`src/mwc_pkg.sv`:
```
package mwc_pkg;

    localparam int HOLD_DEPTH_DEF = 32;

    localparam logic [7:0] CH_LT    = 8'h3C;
    localparam logic [7:0] CH_GT    = 8'h3E;
    localparam logic [7:0] CH_SPACE = 8'h20;
    localparam logic [7:0] CH_TAB   = 8'h09;
    localparam logic [7:0] CH_CR    = 8'h0D;

    localparam logic KIND_CHAR  = 1'b0;
    localparam logic KIND_FLUSH = 1'b1;

    typedef enum logic [2:0] {
        MODE_START       = 3'd0,
        MODE_TAG         = 3'd1,
        MODE_TAG_SPACE   = 3'd2,
        MODE_FIRST_SPACE = 3'd3,
        MODE_MORE_SPACE  = 3'd4,
        MODE_TEXT        = 3'd5
    } t_mode;

    // controller to datapath
    typedef struct packed {
        logic accept;
        logic drain_step;
        logic tail_step;
    } t_cmd;

    // datapath to controller
    typedef struct packed {
        logic out_free;
        logic start_drain;
        logic has_tail;
        logic drain_last;
    } t_sts;

    function automatic logic is_ws(input logic [7:0] c);
        return (c == CH_SPACE) || ((c >= CH_TAB) && (c <= CH_CR));
    endfunction

endpackage

```
`src/mwc_ctrl.sv`:
```
module mwc_ctrl (
    input  logic            i_clk,
    input  logic            i_rst_n,
    input  logic            i_valid,
    input  mwc_pkg::t_sts   i_sts,
    output mwc_pkg::t_cmd   o_cmd,
    output logic            o_stall
);
    import mwc_pkg::*;

    typedef enum logic [2:0] {
        S_IDLE  = 3'b001,
        S_DRAIN = 3'b010,
        S_TAIL  = 3'b100
    } t_state;

    t_state r_state;
    t_state n_state;

    always_comb begin
        n_state          = r_state;
        o_cmd.accept     = 1'b0;
        o_cmd.drain_step = 1'b0;
        o_cmd.tail_step  = 1'b0;
        unique case (r_state)
            S_IDLE: begin
                o_cmd.accept = i_valid && i_sts.out_free;
                if (o_cmd.accept && i_sts.start_drain) begin
                    n_state = S_DRAIN;
                end
            end
            S_DRAIN: begin
                o_cmd.drain_step = i_sts.out_free;
                if (i_sts.out_free && i_sts.drain_last) begin
                    n_state = i_sts.has_tail ? S_TAIL : S_IDLE;
                end
            end
            S_TAIL: begin
                o_cmd.tail_step = i_sts.out_free;
                if (i_sts.out_free) begin
                    n_state = S_IDLE;
                end
            end
            default: n_state = S_IDLE;
        endcase
    end

    assign o_stall = !((r_state == S_IDLE) && i_sts.out_free);

    always_ff @(posedge i_clk) begin
        if (!i_rst_n) begin
            r_state <= S_IDLE;
        end else begin
            r_state <= n_state;
        end
    end

endmodule

```
`src/mwc_dp.sv`:
```
module mwc_dp #(
    parameter int HOLD_DEPTH = mwc_pkg::HOLD_DEPTH_DEF
) (
    input  logic            i_clk,
    input  logic            i_rst_n,
    input  mwc_pkg::t_cmd   i_cmd,
    output mwc_pkg::t_sts   o_sts,
    input  logic            i_kind,
    input  logic [7:0]      i_ch,
    input  logic            i_stall,
    output logic            o_valid,
    output logic [7:0]      o_out_byte,
    output logic            o_last,
    output logic            o_overflow
);
    import mwc_pkg::*;

    localparam int CNT_W = $clog2(HOLD_DEPTH + 1);
    localparam int IDX_W = (HOLD_DEPTH > 1) ? $clog2(HOLD_DEPTH) : 1;
    localparam logic [CNT_W-1:0] CNT_FULL = CNT_W'(HOLD_DEPTH);

    logic [7:0]       r_mem [HOLD_DEPTH];
    logic [7:0]       r_rd;
    t_mode            r_mode;
    t_mode            n_mode;
    logic [CNT_W-1:0] r_count;
    logic [IDX_W-1:0] r_idx;
    logic [IDX_W-1:0] n_idx;
    logic [7:0]       r_tail;
    logic             r_tail_ovf;
    logic             r_has_tail;
    logic             r_drain_ovf;
    logic             r_out_valid;
    logic [7:0]       r_out_byte;
    logic             r_out_last;
    logic             r_out_ovf;

    logic       ws;
    logic       emit;
    logic [7:0] emit_byte;
    logic       start_drain;
    logic       has_tail;
    logic       drain_ovf;
    logic       wr;
    logic       clr;
    logic       out_free;
    logic       drain_last;

    assign ws         = is_ws(i_ch);
    assign out_free   = !r_out_valid || !i_stall;
    assign drain_last = (CNT_W'(r_idx) + CNT_W'(1)) == r_count;

    // per-item decode
    always_comb begin
        n_mode      = r_mode;
        emit        = 1'b0;
        emit_byte   = i_ch;
        start_drain = 1'b0;
        has_tail    = 1'b0;
        drain_ovf   = 1'b0;
        wr          = 1'b0;
        clr         = 1'b0;
        if (i_kind == KIND_FLUSH) begin
            start_drain = (r_count != '0);
        end else begin
            unique case (r_mode)
                MODE_START: begin
                    emit = 1'b1;
                    if (i_ch == CH_LT) begin
                        n_mode = MODE_TAG;
                    end else if (ws) begin
                        n_mode = MODE_FIRST_SPACE;
                    end
                end
                MODE_TAG: begin
                    emit = 1'b1;
                    if (ws) begin
                        emit_byte = CH_SPACE;
                        n_mode    = MODE_TAG_SPACE;
                    end else if (i_ch == CH_GT) begin
                        n_mode = MODE_FIRST_SPACE;
                    end
                end
                MODE_TAG_SPACE: begin
                    if (!ws) begin
                        emit   = 1'b1;
                        n_mode = (i_ch == CH_GT) ? MODE_FIRST_SPACE : MODE_TAG;
                    end
                end
                MODE_FIRST_SPACE, MODE_MORE_SPACE: begin
                    if (ws) begin
                        if (r_mode == MODE_FIRST_SPACE) begin
                            emit   = 1'b1;
                            n_mode = MODE_MORE_SPACE;
                        end
                    end else begin
                        emit   = 1'b1;
                        n_mode = (i_ch == CH_LT) ? MODE_TAG : MODE_TEXT;
                    end
                end
                MODE_TEXT: begin
                    if (ws) begin
                        if (r_count >= CNT_FULL) begin
                            start_drain = 1'b1;
                            has_tail    = 1'b1;
                            drain_ovf   = 1'b1;
                        end else begin
                            wr = 1'b1;
                        end
                    end else if (i_ch == CH_LT) begin
                        clr    = 1'b1;
                        emit   = 1'b1;
                        n_mode = MODE_TAG;
                    end else if (r_count != '0) begin
                        start_drain = 1'b1;
                        has_tail    = 1'b1;
                    end else begin
                        emit = 1'b1;
                    end
                end
                default: n_mode = MODE_START;
            endcase
        end
    end

    assign o_sts.out_free    = out_free;
    assign o_sts.start_drain = start_drain;
    assign o_sts.has_tail    = r_has_tail;
    assign o_sts.drain_last  = drain_last;

    // drain index, read address runs one ahead so r_rd holds entry r_idx whenever a drain step reads it
    always_comb begin
        n_idx = r_idx;
        if (i_cmd.accept && start_drain) begin
            n_idx = '0;
        end else if (i_cmd.drain_step) begin
            n_idx = drain_last ? '0 : r_idx + IDX_W'(1);
        end
    end

    always_ff @(posedge i_clk) begin
        if (i_cmd.accept && wr) begin
            r_mem[r_count[IDX_W-1:0]] <= i_ch;
        end
        r_rd <= r_mem[n_idx];
    end

    always_ff @(posedge i_clk) begin
        if (i_cmd.accept && start_drain) begin
            r_tail      <= i_ch;
            r_tail_ovf  <= drain_ovf;
            r_has_tail  <= has_tail;
            r_drain_ovf <= drain_ovf;
        end
        if (out_free) begin
            if (i_cmd.drain_step) begin
                r_out_byte <= r_rd;
                r_out_last <= drain_last && !r_has_tail;
                r_out_ovf  <= r_drain_ovf;
            end else if (i_cmd.tail_step) begin
                r_out_byte <= r_tail;
                r_out_last <= 1'b1;
                r_out_ovf  <= r_tail_ovf;
            end else begin
                r_out_byte <= emit_byte;
                r_out_last <= 1'b1;
                r_out_ovf  <= 1'b0;
            end
        end
    end

    always_ff @(posedge i_clk) begin
        if (!i_rst_n) begin
            r_mode      <= MODE_START;
            r_count     <= '0;
            r_idx       <= '0;
            r_out_valid <= 1'b0;
        end else begin
            r_idx <= n_idx;
            if (i_cmd.accept) begin
                r_mode <= n_mode;
            end
            if (i_cmd.accept && wr) begin
                r_count <= r_count + CNT_W'(1);
            end else if ((i_cmd.accept && clr) || (i_cmd.drain_step && drain_last)) begin
                r_count <= '0;
            end
            if (out_free) begin
                r_out_valid <= (i_cmd.accept && emit) || i_cmd.drain_step
                               || i_cmd.tail_step;
            end
        end
    end

    assign o_valid    = r_out_valid;
    assign o_out_byte = r_out_byte;
    assign o_last     = r_out_last;
    assign o_overflow = r_out_ovf;

endmodule

```
`src/markup_whitespace_compactor.sv`:
```
// markup whitespace compactor: a byte filter that squeezes whitespace out of markup text.
// inside a tag a whitespace run becomes one space, between tags only the first whitespace
// byte after a tag survives, and in text a run is held back (up to HOLD_DEPTH bytes) and
// dropped before '<' or released ahead of the next text byte; a flush item releases it.
// plain bytes pass at one item per cycle while the output side keeps up and no held run
// is going out. an item that releases a held run is taken, then the run leaves the hold
// memory through its single read port one byte per cycle while the output keeps up, then
// the byte after the run if any; input is stalled meanwhile. every result of an item
// carries last on its final byte, and bytes released by a full hold buffer carry overflow.
module markup_whitespace_compactor #(
    parameter int HOLD_DEPTH = mwc_pkg::HOLD_DEPTH_DEF
) (
    input  logic       i_clk,
    input  logic       i_rst_n,
    // input item channel
    input  logic       i_valid,
    output logic       o_stall,
    input  logic       i_kind,
    input  logic [7:0] i_ch,
    // result item channel
    output logic       o_valid,
    input  logic       i_stall,
    output logic [7:0] o_out_byte,
    output logic       o_last,
    output logic       o_overflow
);
    import mwc_pkg::*;

    // command and status between controller and datapath
    t_cmd cmd;
    t_sts sts;

    // controller: idle / drain held run / emit byte that follows the run
    mwc_ctrl u_ctrl (
        .i_clk   (i_clk),
        .i_rst_n (i_rst_n),
        .i_valid (i_valid),
        .i_sts   (sts),
        .o_cmd   (cmd),
        .o_stall (o_stall)
    );

    // datapath: mode register, hold memory, drain index and output register
    mwc_dp #(
        .HOLD_DEPTH (HOLD_DEPTH)
    ) u_dp (
        .i_clk      (i_clk),
        .i_rst_n    (i_rst_n),
        .i_cmd      (cmd),
        .o_sts      (sts),
        .i_kind     (i_kind),
        .i_ch       (i_ch),
        .i_stall    (i_stall),
        .o_valid    (o_valid),
        .o_out_byte (o_out_byte),
        .o_last     (o_last),
        .o_overflow (o_overflow)
    );

`ifndef SYNTHESIS
    // input stays blocked while a held run goes out
    a_stall_in_drain: assert property (@(posedge i_clk) disable iff (!i_rst_n)
        (cmd.drain_step || cmd.tail_step) |-> o_stall)
        else $error("input item taken while held run is emitted");

    // an item that releases a run starts emitting it on the next cycle
    a_drain_starts: assert property (@(posedge i_clk) disable iff (!i_rst_n)
        (cmd.accept && sts.start_drain) |=> cmd.drain_step)
        else $error("held run drain did not start");

    // after the byte that follows a run, input opens as soon as output drains
    a_tail_returns: assert property (@(posedge i_clk) disable iff (!i_rst_n)
        cmd.tail_step |=> (o_stall == i_stall))
        else $error("controller did not return to idle after tail byte");
`endif

endmodule

```
`config.mk`:
```
export PLATFORM = sky130hd
export DESIGN_NAME = markup_whitespace_compactor
export DESIGN_NICKNAME = d
export VERILOG_FILES = /design/src/mwc_pkg.sv /design/src/mwc_ctrl.sv /design/src/mwc_dp.sv /design/src/markup_whitespace_compactor.sv
export SDC_FILE = /design/constraint.sdc
export NUM_CORES = 1
export LEC_CHECK = 0
export ABC_CLOCK_PERIOD_IN_PS = 6800
export BUFFER_PORTS_ARGS = -buffer_cell sky130_fd_sc_hd__buf_4
export CAP_MARGIN = 20
export CORE_MARGIN = 1.5
export CORE_UTILIZATION = 41
export DETAILED_ROUTE_END_ITERATION = 10
export PLACE_DENSITY_LB_ADDON = 0.25
export SKIP_CTS_REPAIR_TIMING = 1
export SLEW_MARGIN = 20
export SYNTH_ARGS = -nofsm -noshare
export SYNTH_HDL_FRONTEND = slang
export SYNTH_SLANG_ARGS = --single-unit
export TNS_END_PERCENT = 1
```
`constraint.sdc`:
```
create_clock -name i_clk -period 6.8 [get_ports i_clk]
set_input_delay 0.34 -clock i_clk [delete_from_list [all_inputs] [get_ports i_clk]]
set_output_delay 0.34 -clock i_clk [all_outputs]
set_load 0.1 [all_outputs]
```
-- Word level (Yosys, flattened, before mapping)
Memories as Yosys holds them, arrays and structs flattened. A register that Yosys moved wholly into a read port is not among the register bits.
Index checks and enable logic that the tools add are counted.
- logic and storage cells: 126
- latch bits: 0
- bits in writable memories: 256
- bits of input ports: 13
- bits in registers: 38
- ROM bits: 0
- memories: 1
- equal/unequal tests: 21
- reductions and logical operators: 28
- $mul: 0
- $add $sub $neg: 3
- div/mod/pow operators: 0
- bitwise logic cells: 3
- $lt $le $gt $ge: 3
- multiplexer cells: 56
- shift operators: 0
- memory list (memory ; depth ; bits a word ; read ports ; clocked after Yosys merged registers in ; write ports ; line ; text):
    u_dp.r_mem ; 32 ; 8 ; 1 ; 1 ; 1 ; mwc_dp.sv:22 ; logic [7:0] r_mem [HOLD_DEPTH];
- operators by type and width (cell ; count):
    $mux W3 ; 14
    $mux W8 ; 5
    $mux W1 ; 28
    $eq A8 B6 Y1 const B ; 3
    $mux W5 ; 3
    $pmux W3 S5 ; 1
    $mux W6 ; 2
    $logic_and A1 B1 Y1 ; 11
    $eq A3 B2 Y1 const B ; 3
    $eq A3 B3 Y1 const B ; 3
    $pmux W3 S3 ; 1
    $ge A8 B4 Y1 const B ; 1
    $le A8 B4 Y1 const B ; 1
    $ne A2 B1 Y1 const B ; 4
    $reduce_and A8 Y1 ; 1
    $add A5 B1 Y6 const B ; 1
    $add A6 B1 Y6 const B ; 1
    $eq A3 B1 Y1 const B ; 2
    $eq A6 B6 Y1 ; 1
    $ge A6 B6 Y1 const B ; 1
    $ne A3 B1 Y1 const B ; 2
    $reduce_bool A6 Y1 ; 1
    $add A5 B1 Y5 const B ; 1
    $logic_or A1 B1 Y1 ; 5
    other kinds (11) ; 18

-- Logic depth before layout (Yosys ltp)
Gate-level depths: netlist of the first run.
- depth in word-level cells: 10
- mapped depth: 15
- depth with buffers taken out: 11

-- Cells and area by module
Synthesis of the first run repeated with hierarchy kept, for this count alone.
- cell total of the unflattened synthesis: 971
- area, all modules: 13284.0 um^2
- by module, submodules not included (module ; area an instance (um^2) ; times used ; cells an instance ; sequential area each (um^2)):
    mwc_dp ; 13090.1 ; 1 ; 949 ; 8748.4
    mwc_ctrl ; 193.9 ; 1 ; 22 ; 60.1

-- Worst setup path after synthesis of the first run
Ideal clock, no wire load.
- path kind: reg-to-reg
- from: register u_dp.r_out_valid, in the netlist u_dp.o_valid
- to: register u_dp.r_rd[2], read port of u_dp.r_mem
- cell stages (with the launch flop): 14
- arrival time: 3.603 ns
- buffers on the path: 4
- setup time: 0.122 ns
- setup slack: 3.075 ns
- cell sequence: dfxtp_1 > and2_1 > buf_2 > clkinv_1 > and3_1 > o311ai_1 > or2_1 > inv_2 > buf_6 > a211o_1 > buf_6 > buf_2 > a2111o_1 > a221o_1
- cells in the longest elaborated chain, start to end: 6
- elaborated cells between the ends (all ways): 8
- classes of those cells: mux (4); reduce/logical (4)
- RTL lines (element ; line ; text):
    from (decl) ; mwc_dp.sv:33 ; logic r_out_valid;
    from (signal assigned) ; mwc_dp.sv:189 ; r_out_valid <= (i_cmd.accept && emit) || i_cmd.drain_step
    $logic_not A1 Y1 * ; mwc_dp.sv:50 ; assign out_free = !r_out_valid || !i_stall;
    $logic_or A1 B1 Y1 * ; mwc_dp.sv:50 ;
    via u_dp.out_free ; mwc_dp.sv:46 ; logic out_free;
    $logic_and A1 B1 Y1 ; mwc_ctrl.sv:27 ; o_cmd.accept = i_valid && i_sts.out_free;
    $mux W1 ; mwc_ctrl.sv:25 ; unique case (r_state)
    $logic_and A1 B1 Y1 ; mwc_dp.sv:134 ; if (i_cmd.accept && start_drain) begin
    $mux W5 * ; mwc_dp.sv:134 ;
    to (decl) ; mwc_dp.sv:23 ; logic [7:0] r_rd;
Mark *: on every way through the listed nets, which the timed path passes. The rest lies on a longest branch.
A chain may end at the register's enable or synchronous reset.

-- Worst setup path after layout of the first run
- from: register u_dp.r_out_valid, in the netlist u_dp.o_valid
- to: register u_dp.r_rd[5], read port of u_dp.r_mem
Same word-level chain as after synthesis.

==> results of run 1 <==
## flip-flops by register name, summed over array words and instances (netlist names)
signal and count:
u_ctrl.r_state 3, u_dp.o_last 1, u_dp.o_out_byte 8, u_dp.o_overflow 1, u_dp.o_valid 1, u_dp.r_count 6, u_dp.r_has_tail 1, u_dp.r_idx 5
u_dp.r_mem 256, u_dp.r_mode 3, u_dp.r_rd 8, u_dp.r_tail 8, u_dp.r_tail_ovf 1
## how the worst max path moves through the flow
stage / slack (ns) / to / depth (start not counted)
finish: 1.87 / u_dp.r_rd[5] / 12
global route: 1.62 / u_dp.r_rd[5] / 12
CTS: 1.92 / u_dp.r_rd[5] / 12
detailed placement: 1.80 / u_dp.r_rd[5] / 13
global placement: 1.98 / u_dp.r_rd[5] / 13
floorplan: 3.08 / u_dp.r_rd[2] / 13
## logic make-up (layout without fill, tap and decap cells)
family                   after synthesis  count (layout)  synth area share
adder cells (fa/ha/maj)                5               5          0.004575
flip-flops                           302             302            0.6441
XOR/XNOR                               8               8          0.005124
multiplexers                          59              59           0.04465
AND/OR/NAND/NOR                      332             332            0.1077
AO/OA/AOI/OAI                        316             316            0.1642
buffers and inverters                 93             102           0.02964
## power by group
part | switching, mW | internal [mW] | total [mW]
registers | 0.00835 | 2.03 | 2.04
clock network | 0.682 | 0.914 | 1.60
logic | 0.0877 | 0.0246 | 0.112
## synthesized netlist by cell type (15+ instances only)
library cell and n:
a2111oi_0 16, a211oi_1 17, a21oi_1 37, a221oi_1 15, buf_2 18, clkbuf_1 55, dfxtp_1 26, edfxtp_1 276
mux2_2 16, mux2i_1 43, nand2_1 96, nand3_1 19, nor2_1 142, nor3_1 16, o211ai_1 17, o21ai_0 62
o221ai_1 32, o22ai_1 42, or3_1 15
## worst register-to-register path, stage by stage, from the launching register on
cell and delay (ns):
dfxtp_1 0.33, and2_1 0.30, clkinv_1 0.52, and3_1 0.43, o311ai_1 0.16, or2_1 0.18, buf_4 0.42, inv_2 0.31
a211o_1 0.57, buf_4 0.39, a2111oi_0 0.81, a311oi_1 0.13, a221o_1 0.29
## placed cells by master (no fill, tap or decap), drive strengths merged, types with 6 or more instances in the layout
cell	instances
mux2i	43
a221oi	15
o32ai	8
clkbuf	35
a2111oi	16
o22a	8
a311oi	8
nor3	16
a2111o	8
a31oi	12
buf	39
nor3b	6
mux2	16
inv	9
dfxtp	26
nand2	96
nand3b	7
a211oi	17
xnor2	6
o21ai	63
o211ai	18
o221ai	32
clkinv	16
nor2	142
edfxtp	276
a221o	8
o22ai	42
a21oi	37
nand3	20
or3	15
## final cells by class
| class | count | share of cell area |
|---|---|---|
| Clock inverter | 18 | 0.01083 |
| Timing Repair Buffer | 39 | 0.01935 |
| Clock buffer | 35 | 0.05085 |
| Sequential cell | 302 | 0.5824 |
| Tap cell | 442 | 0.03655 |
| Multi-Input combinational cell | 720 | 0.2976 |
| Inverter | 10 | 0.002481 |
## metal layers
metal | vias up | track usage | wire length, um
met5 | - | 0 | 0
met4 | 0 | 0.04935 | 709
met3 | 44 | 0.02504 | 2646
met2 | 353 | 0.3527 | 17250
met1 | 4721 | 0.3134 | 16530
li1 | 4337 | - | -
## stage by stage
stage,std cells,setup slack (ns),power (mW),utilization
2_1_floorplan,1115,3.075,2.133,-
3_3_place_gp,1513,1.979,2.194,0.4340
3_5_place_dp,1513,1.803,2.194,0.4340
4_1_cts,1566,1.924,3.768,0.4626
5_1_grt,1566,1.618,3.833,0.4627
6_report,1566,1.870,3.750,0.4627
==> metrics.cfg, run 1 <==
[final_layout]
area_delta_synth_final_pct=10.65
n_antenna_cell=0
seq_area_um2=8812
layout-drive-gt1-share=0.09520
num-nets-final=1121
fill_cells=2974
fin_area_um2=15130
multi_input_area_um2=4503

[critical_path]
slowest_stage=a2111oi_0
cp-end-kind=flip-flop
startpoint_type=flip-flop
crit_chain=and2_1 > clkinv_1 > and3_1 > o311ai_1 > or2_1 > buf_4 > inv_2 > a211o_1 > buf_4 > a2111oi_0 > a311oi_1 > a221o_1
critical_path_arrival_ns=5.39
crit_buf_inv=4
cp_data_required_time_ns=7.26
critPathMaxFanout=40
r2r_slack_ns=1.87
r2r_cells=12
crit_start=u_dp.o_valid
path_class=reg2reg
r2r_start=u_dp.o_valid
max_stage_delay_ns=0.80
cp_common_cell=buf_4
rr_endpoint=u_dp.r_rd[5]
cp_top_family=compound AO/OA/AOI/OAI gates

[floorplanning]
die_y_um=185.6
rows=66
core_area_um2=32700
die_x_um=185.6
start_util=0.4182
num_io_pins=25
fp.dieArea_um2=34460

[routing]
drtPass1Iterations=6
via_per_inst=6.038
ant_nets=0
drc=0
routedWlPerCell_um=23.72
vias=9455
wirelength_um=37140
drt_iter0_markers=1121

[synthesis]
yosys.area.top_type=edfxtp_1
synthDistinctLibCells=68
synth_area_leaders=edfxtp_1, nor2_1, dfxtp_1
yosys.area.top_type_share=0.6060
synth_edf_count=276
synth_seq_area_share=0.6441
postSynthAreaPerCell_um2=12.27
synth_flop_cell=edfxtp_1
synth_seq_cells=302
ys_warn_count=0
syn_inst=1115
synthArstFlopShare=0
synth_nets=1133
netlist_area_um2=13680

[global_route]
antenna_found_initial=0
grt_start_max_net_pins=73
grt_use_total=0.2173
grt_overflow=0
grt_pass1_wl_um=55630
first_global_vias=8913

[sta]
max-slew-margin-rel=0.1911
worst_pin_slew_ns=1.183
maxSlewViolCount=0
finalClockSkew_ns=0.02425
fin_crit_ns=4.930
hold_viol_final=0
setup_violations=0
rsz0062_at_grt=no
fin_tns_setup_ns=0
clock.fmax_mhz=202.9
holdWs_ns=0.1021
fin_crit_sh=0.7250

[clocking]
clockBufferDepth=3
cts_tree=done
numCtsBuffers=30
h-tree-depth=1
clkSinkCount=302
clk_pin_slew_ns=0.06
cts_root_buffer=clkbuf_16
clkLatencyLatePin_ns=0.57

[worst_hold_path]
min_path_type=in2reg
min_path_cells=2
worstHoldStart=i_rst_n
holdPathEnd=u_ctrl.r_state[0]

[place]
gp_congestion=0.9008
placed_area_um2=14190
numPortBuffers=24
hpwlAfterDp_um=23020

[run]
maxCapViolCount=0

[power_and_ir_drop]
max-vdd-ir-drop_mv=0.1776
leakage_nw=4.786
power.density_nw_per_um2=247.8

[status]
status=complete, no violations

(Power assumes the default switching activity.)
==> run 2: changes to the inputs <==
Settings changed: ABC_CLOCK_PERIOD_IN_PS 6800 to 4900.
Clock period 6.8 ns to 4.9 ns, I/O delays scaled along.
==> metrics.cfg, run 2 (synthesis gave the netlist of run 1 again) <==
[status]
status=complete, no violations

[final_layout]
num-nets-final=1143
final_common_cell=edfxtp_1
largest_reg_flops=256
final_cells=1590
fin_area_um2=15420
most-common-layout-cells=edfxtp_1, nor2_1, nand2_1, o21ai_0, buf_4
fill_cells=2976
layout-drive-gt1-share=0.1150
area_delta_synth_final_pct=12.74
final_util=0.4715
n_antenna_cell=0

[floorplanning]
rows=66
die_x_um=185.6
fp.dieArea_um2=34460
num_io_pins=25
core_area_um2=32700
start_util=0.4182
die_y_um=185.6

[global_route]
grt.met1_usage=0.3128
grt_overflow=0
met3_usage=0.03326
grt_start_max_net_pins=115
busiest_layer=met2
antenna_found_initial=0
grt_use_total=0.2257
grt_pass1_wl_um=57210
grt.met2_usage=0.3645
first_global_vias=9070

[routing]
routedWlPerCell_um=24.02
ant_nets=0
drt_iter0_markers=988
via_per_inst=6.047
wirelength_um=38190
drc=0
drtPass1Iterations=5
vias=9615

[worst_hold_path]
worstHoldStart=i_ch[0]
min_path_type=in2reg
min_path_cells=1

[power_and_ir_drop]
leakage_nw=4.940
switching_share=0.2066
power.density_nw_per_um2=353.6
seq_power_share=0.519
max-vdd-ir-drop_mv=0.3002
clock_power_share=0.451
p_comb_frac=0.030
power.switching_mw=1.126
intPower_mw=4.326

[critical_path]
critPathMaxFanout=47
crit_start=u_dp.r_count[2]
r2r_start=u_dp.r_count[2]
critical_path_arrival_ns=4.43
r2r_cells=12
cp_data_required_time_ns=5.28
startpoint_type=flip-flop
cp-end-kind=flip-flop
path_class=reg2reg

[place]
dp_cells=1531
gp_congestion=0.8849
hpwlAfterDp_um=24260
numPortBuffers=24
placed_area_um2=14350

[sta]
worst_pin_slew_ns=1.102
fin_crit_ns=4.045
finalClockSkew_ns=0.01886
maxSlewViolCount=0
setup_violations=0
fin_tns_setup_ns=0
max-slew-margin-rel=0.2655
fin_crit_sh=0.8255
clock.fmax_mhz=247.2
hold_viol_final=0
rsz0062_at_grt=no

[clocking]
clkLatencyLatePin_ns=0.51
numCtsBuffers=34
clkSinkCount=302
cts_root_buffer=clkbuf_16
h-tree-depth=2
cts_tree=done
clockBufferDepth=3
clk_pin_slew_ns=0.06

[run]
maxCapViolCount=0

==> run 2: changes by cell type in the layout (fill, tap and decap cells not counted), moves of 2 or more <==
cell        before  now
buf_12           0    2
clkinvlp_4       0    3
clkbuf_16       30   35
clkbuf_1         5    8
clkinv_1        11    6
buf_4           39   55
==> run 2: routing by layer <==
metal,up-vias,share of wire,wire [um]
met4,0,0.029,1116
met2,358,0.47,17940
met5,-,0,0
met1,4799,0.43,16540
met3,66,0.068,2589
li1,4392,-,-
==> run 2: per-stage QoR <==
stage	hold slack (ns)	total power [mW]	setup slack, ns
6_report	0.01313	5.452	0.8548
3_3_place_gp	0.5426	3.049	0.9583
3_5_place_dp	0.5420	3.050	0.8690
5_1_grt	0.002848	5.590	0.6300
2_1_floorplan	0.3439	2.960	1.175
4_1_cts	0.003003	5.486	0.8922
==> run 2: final cells by class <==
class / count / area (um2) / share of cell area
Tap cell: 442 / 553.0 / 0.03587
Sequential cell: 302 / 8812 / 0.5715
Inverter: 10 / 37.54 / 0.002434
Multi-Input combinational cell: 720 / 4497 / 0.2917
Clock inverter: 16 / 160.2 / 0.01039
Clock buffer: 43 / 905.9 / 0.05875
Timing Repair Buffer: 57 / 452.9 / 0.02938
==> run 2: critical path: stages, from the launching register on <==
cell	delay, ns
dfxtp_1	0.62
or3_1	0.41
or3b_1	0.17
o311ai_1	0.14
or2_1	0.28
inv_2	0.21
buf_4	0.51
nor2_1	0.11
buf_4	0.22
nor2_1	0.44
a221oi_1	0.23
buf_4	0.21
a221o_1	0.33
==> run 2: final timing paths <==
check	to	slack (ns)
worst max register to register	u_dp.r_rd[7]	0.85
worst min register to register	u_dp.o_overflow	0.57
worst min-delay path	u_dp.r_mem[27][0]	0.01
worst max-delay path	u_dp.r_rd[7]	0.85
==> run 2: power groups by stage <==
stage,Combinational [mW],Sequential (mW),Clock [mW]
6_report,0.164,2.83,2.46
5_1_grt,0.173,2.83,2.59
4_1_cts,0.165,2.83,2.49
3_5_place_dp,0.164,2.89,0
3_3_place_gp,0.163,2.89,0
2_1_floorplan,0.0408,2.92,0
==> run 3: changes to the inputs <==
Settings changed: ABC_CLOCK_PERIOD_IN_PS 4900 to 4100.
Clock period 4.9 ns to 4.1 ns, I/O delays scaled along.
==> metrics.cfg, run 3 (synthesis gave the netlist of run 1 again) <==
[status]
status=complete, no violations

[critical_path]
r2r_cells=12
cp_data_required_time_ns=4.52
path_class=in2reg
critical_path_arrival_ns=4.22
critPathMaxFanout=32
startpoint_type=input pin
cp-end-kind=flip-flop

[power_and_ir_drop]
seq_power_share=0.526
power.switching_mw=1.383
clock_power_share=0.442
p_comb_frac=0.032
power.density_nw_per_um2=407.8
leakage_nw=5.191
switching_share=0.2149
intPower_mw=5.054
max-vdd-ir-drop_mv=0.3435

[floorplanning]
fp.dieArea_um2=34460
start_util=0.4182
rows=66
num_io_pins=25
die_y_um=185.6
core_area_um2=32700
die_x_um=185.6

[routing]
via_per_inst=6.053
drc=0
drt_iter0_markers=1015
routedWlPerCell_um=23.89
vias=9927
wirelength_um=39180
ant_nets=0
drtPass1Iterations=5

[final_layout]
largest_reg_flops=256
seq_area_um2=8812
most-common-layout-cells=edfxtp_1, nor2_1, buf_4, nand2_1, o21ai_0
fill_cells=2926
num-nets-final=1194
n_antenna_cell=0
final_util=0.4828
layout-drive-gt1-share=0.1486
final_common_cell=edfxtp_1
area_delta_synth_final_pct=15.44
multi_input_area_um2=4499

[sta]
rsz0062_at_grt=no
fin_crit_sh=0.9276
fin_crit_ns=3.803
max-slew-margin-rel=0.3223
finalClockSkew_ns=0.02043
hold_viol_final=0
setup_ws_ns=0.2968
fin_tns_setup_ns=0
clock.fmax_mhz=262.9
worst_pin_slew_ns=1.017
maxSlewViolCount=0
setup_violations=0
holdWs_ns=0.04871

[place]
numPortBuffers=24
hpwlAfterDp_um=25990
gp_congestion=0.9314
post-place-ws_ns=0.2320

[clocking]
clockBufferDepth=3
clkLatencyLatePin_ns=0.52
cts_root_buffer=clkbuf_16
h-tree-depth=2
clk_pin_slew_ns=0.06
numCtsBuffers=34
cts_tree=done
clkSinkCount=302

[global_route]
first_global_vias=9401
grt_overflow=0
grt_pass1_wl_um=59030
grt_use_total=0.2322
antenna_found_initial=0
grt_start_max_net_pins=107

[worst_hold_path]
min_path_type=in2reg
min_path_cells=4

[run]
maxCapViolCount=0

-- run 3: changes by cell type in the layout (fill, tap and decap cells not counted) --
| cell | previous run | this run |
|---|---|---|
| buf_2 | 0 | 1 |
| a2111oi_1 | 0 | 2 |
| a2111oi_0 | 16 | 14 |
| dlygate4sd3_1 | 0 | 4 |
| clkinv_8 | 0 | 2 |
| inv_6 | 1 | 0 |
| buf_12 | 2 | 3 |
| buf_4 | 55 | 100 |
| bufinv_16 | 3 | 1 |
-- run 3: routing by layer --
layer	part of all wire	global-route usage
met1	0.42	0.3153
met2	0.47	0.3733
met3	0.070	0.03600
met4	0.041	0.09419
met5	0	0
-- run 3: per-stage QoR --
step | power, mW | cells | instance area, um2
after floorplan | 3.538 | 1115 | 13680
after global placement | 3.651 | 1577 | 14710
after detailed placement | 3.653 | 1577 | 14710
after CTS | 6.464 | 1635 | 15740
after global routing | 6.596 | 1640 | 15790
final | 6.438 | 1640 | 15790
-- run 3: worst max-delay path, cell delays in order --
cell and delay, ns:
dlygate4sd3_1 0.54, buf_4 0.18, nor2_1 0.27, nand4_1 0.25, o311ai_1 0.48, or2_1 0.25
inv_2 0.15, a211o_1 0.40, buf_12 0.23, a2111oi_0 0.70, a311oi_1 0.23, a221o_1 0.31
-- run 3: cell type report --
| type | count | area share |
|---|---|---|
| clock buffers | 43 | 0.05738 |
| repair buffers | 108 | 0.05421 |
| multi-input cells | 720 | 0.2850 |
| inverters | 10 | 0.002378 |
| well taps | 442 | 0.03503 |
| clock inverters | 15 | 0.007846 |
| flip-flops and latches | 302 | 0.5582 |
-- run 3: final timing paths --
kind,slack (ns),endpoint,startpoint
setup / recovery,0.30,u_dp.r_rd[2],i_ch[7]
hold / removal,0.05,u_ctrl.r_state[0],i_valid
setup reg to reg,0.32,u_dp.r_rd[4],u_ctrl.r_state[0]
hold reg to reg,0.54,u_dp.o_overflow,u_dp.r_tail_ovf
-- run 3: power groups by stage --
stage,registers [mW],logic [mW],clock network [mW]
finish,3.39,0.205,2.85
detailed placement,3.45,0.201,0
floorplan,3.49,0.0487,0
CTS,3.39,0.201,2.88
global route,3.39,0.215,3.00
global placement,3.45,0.199,0
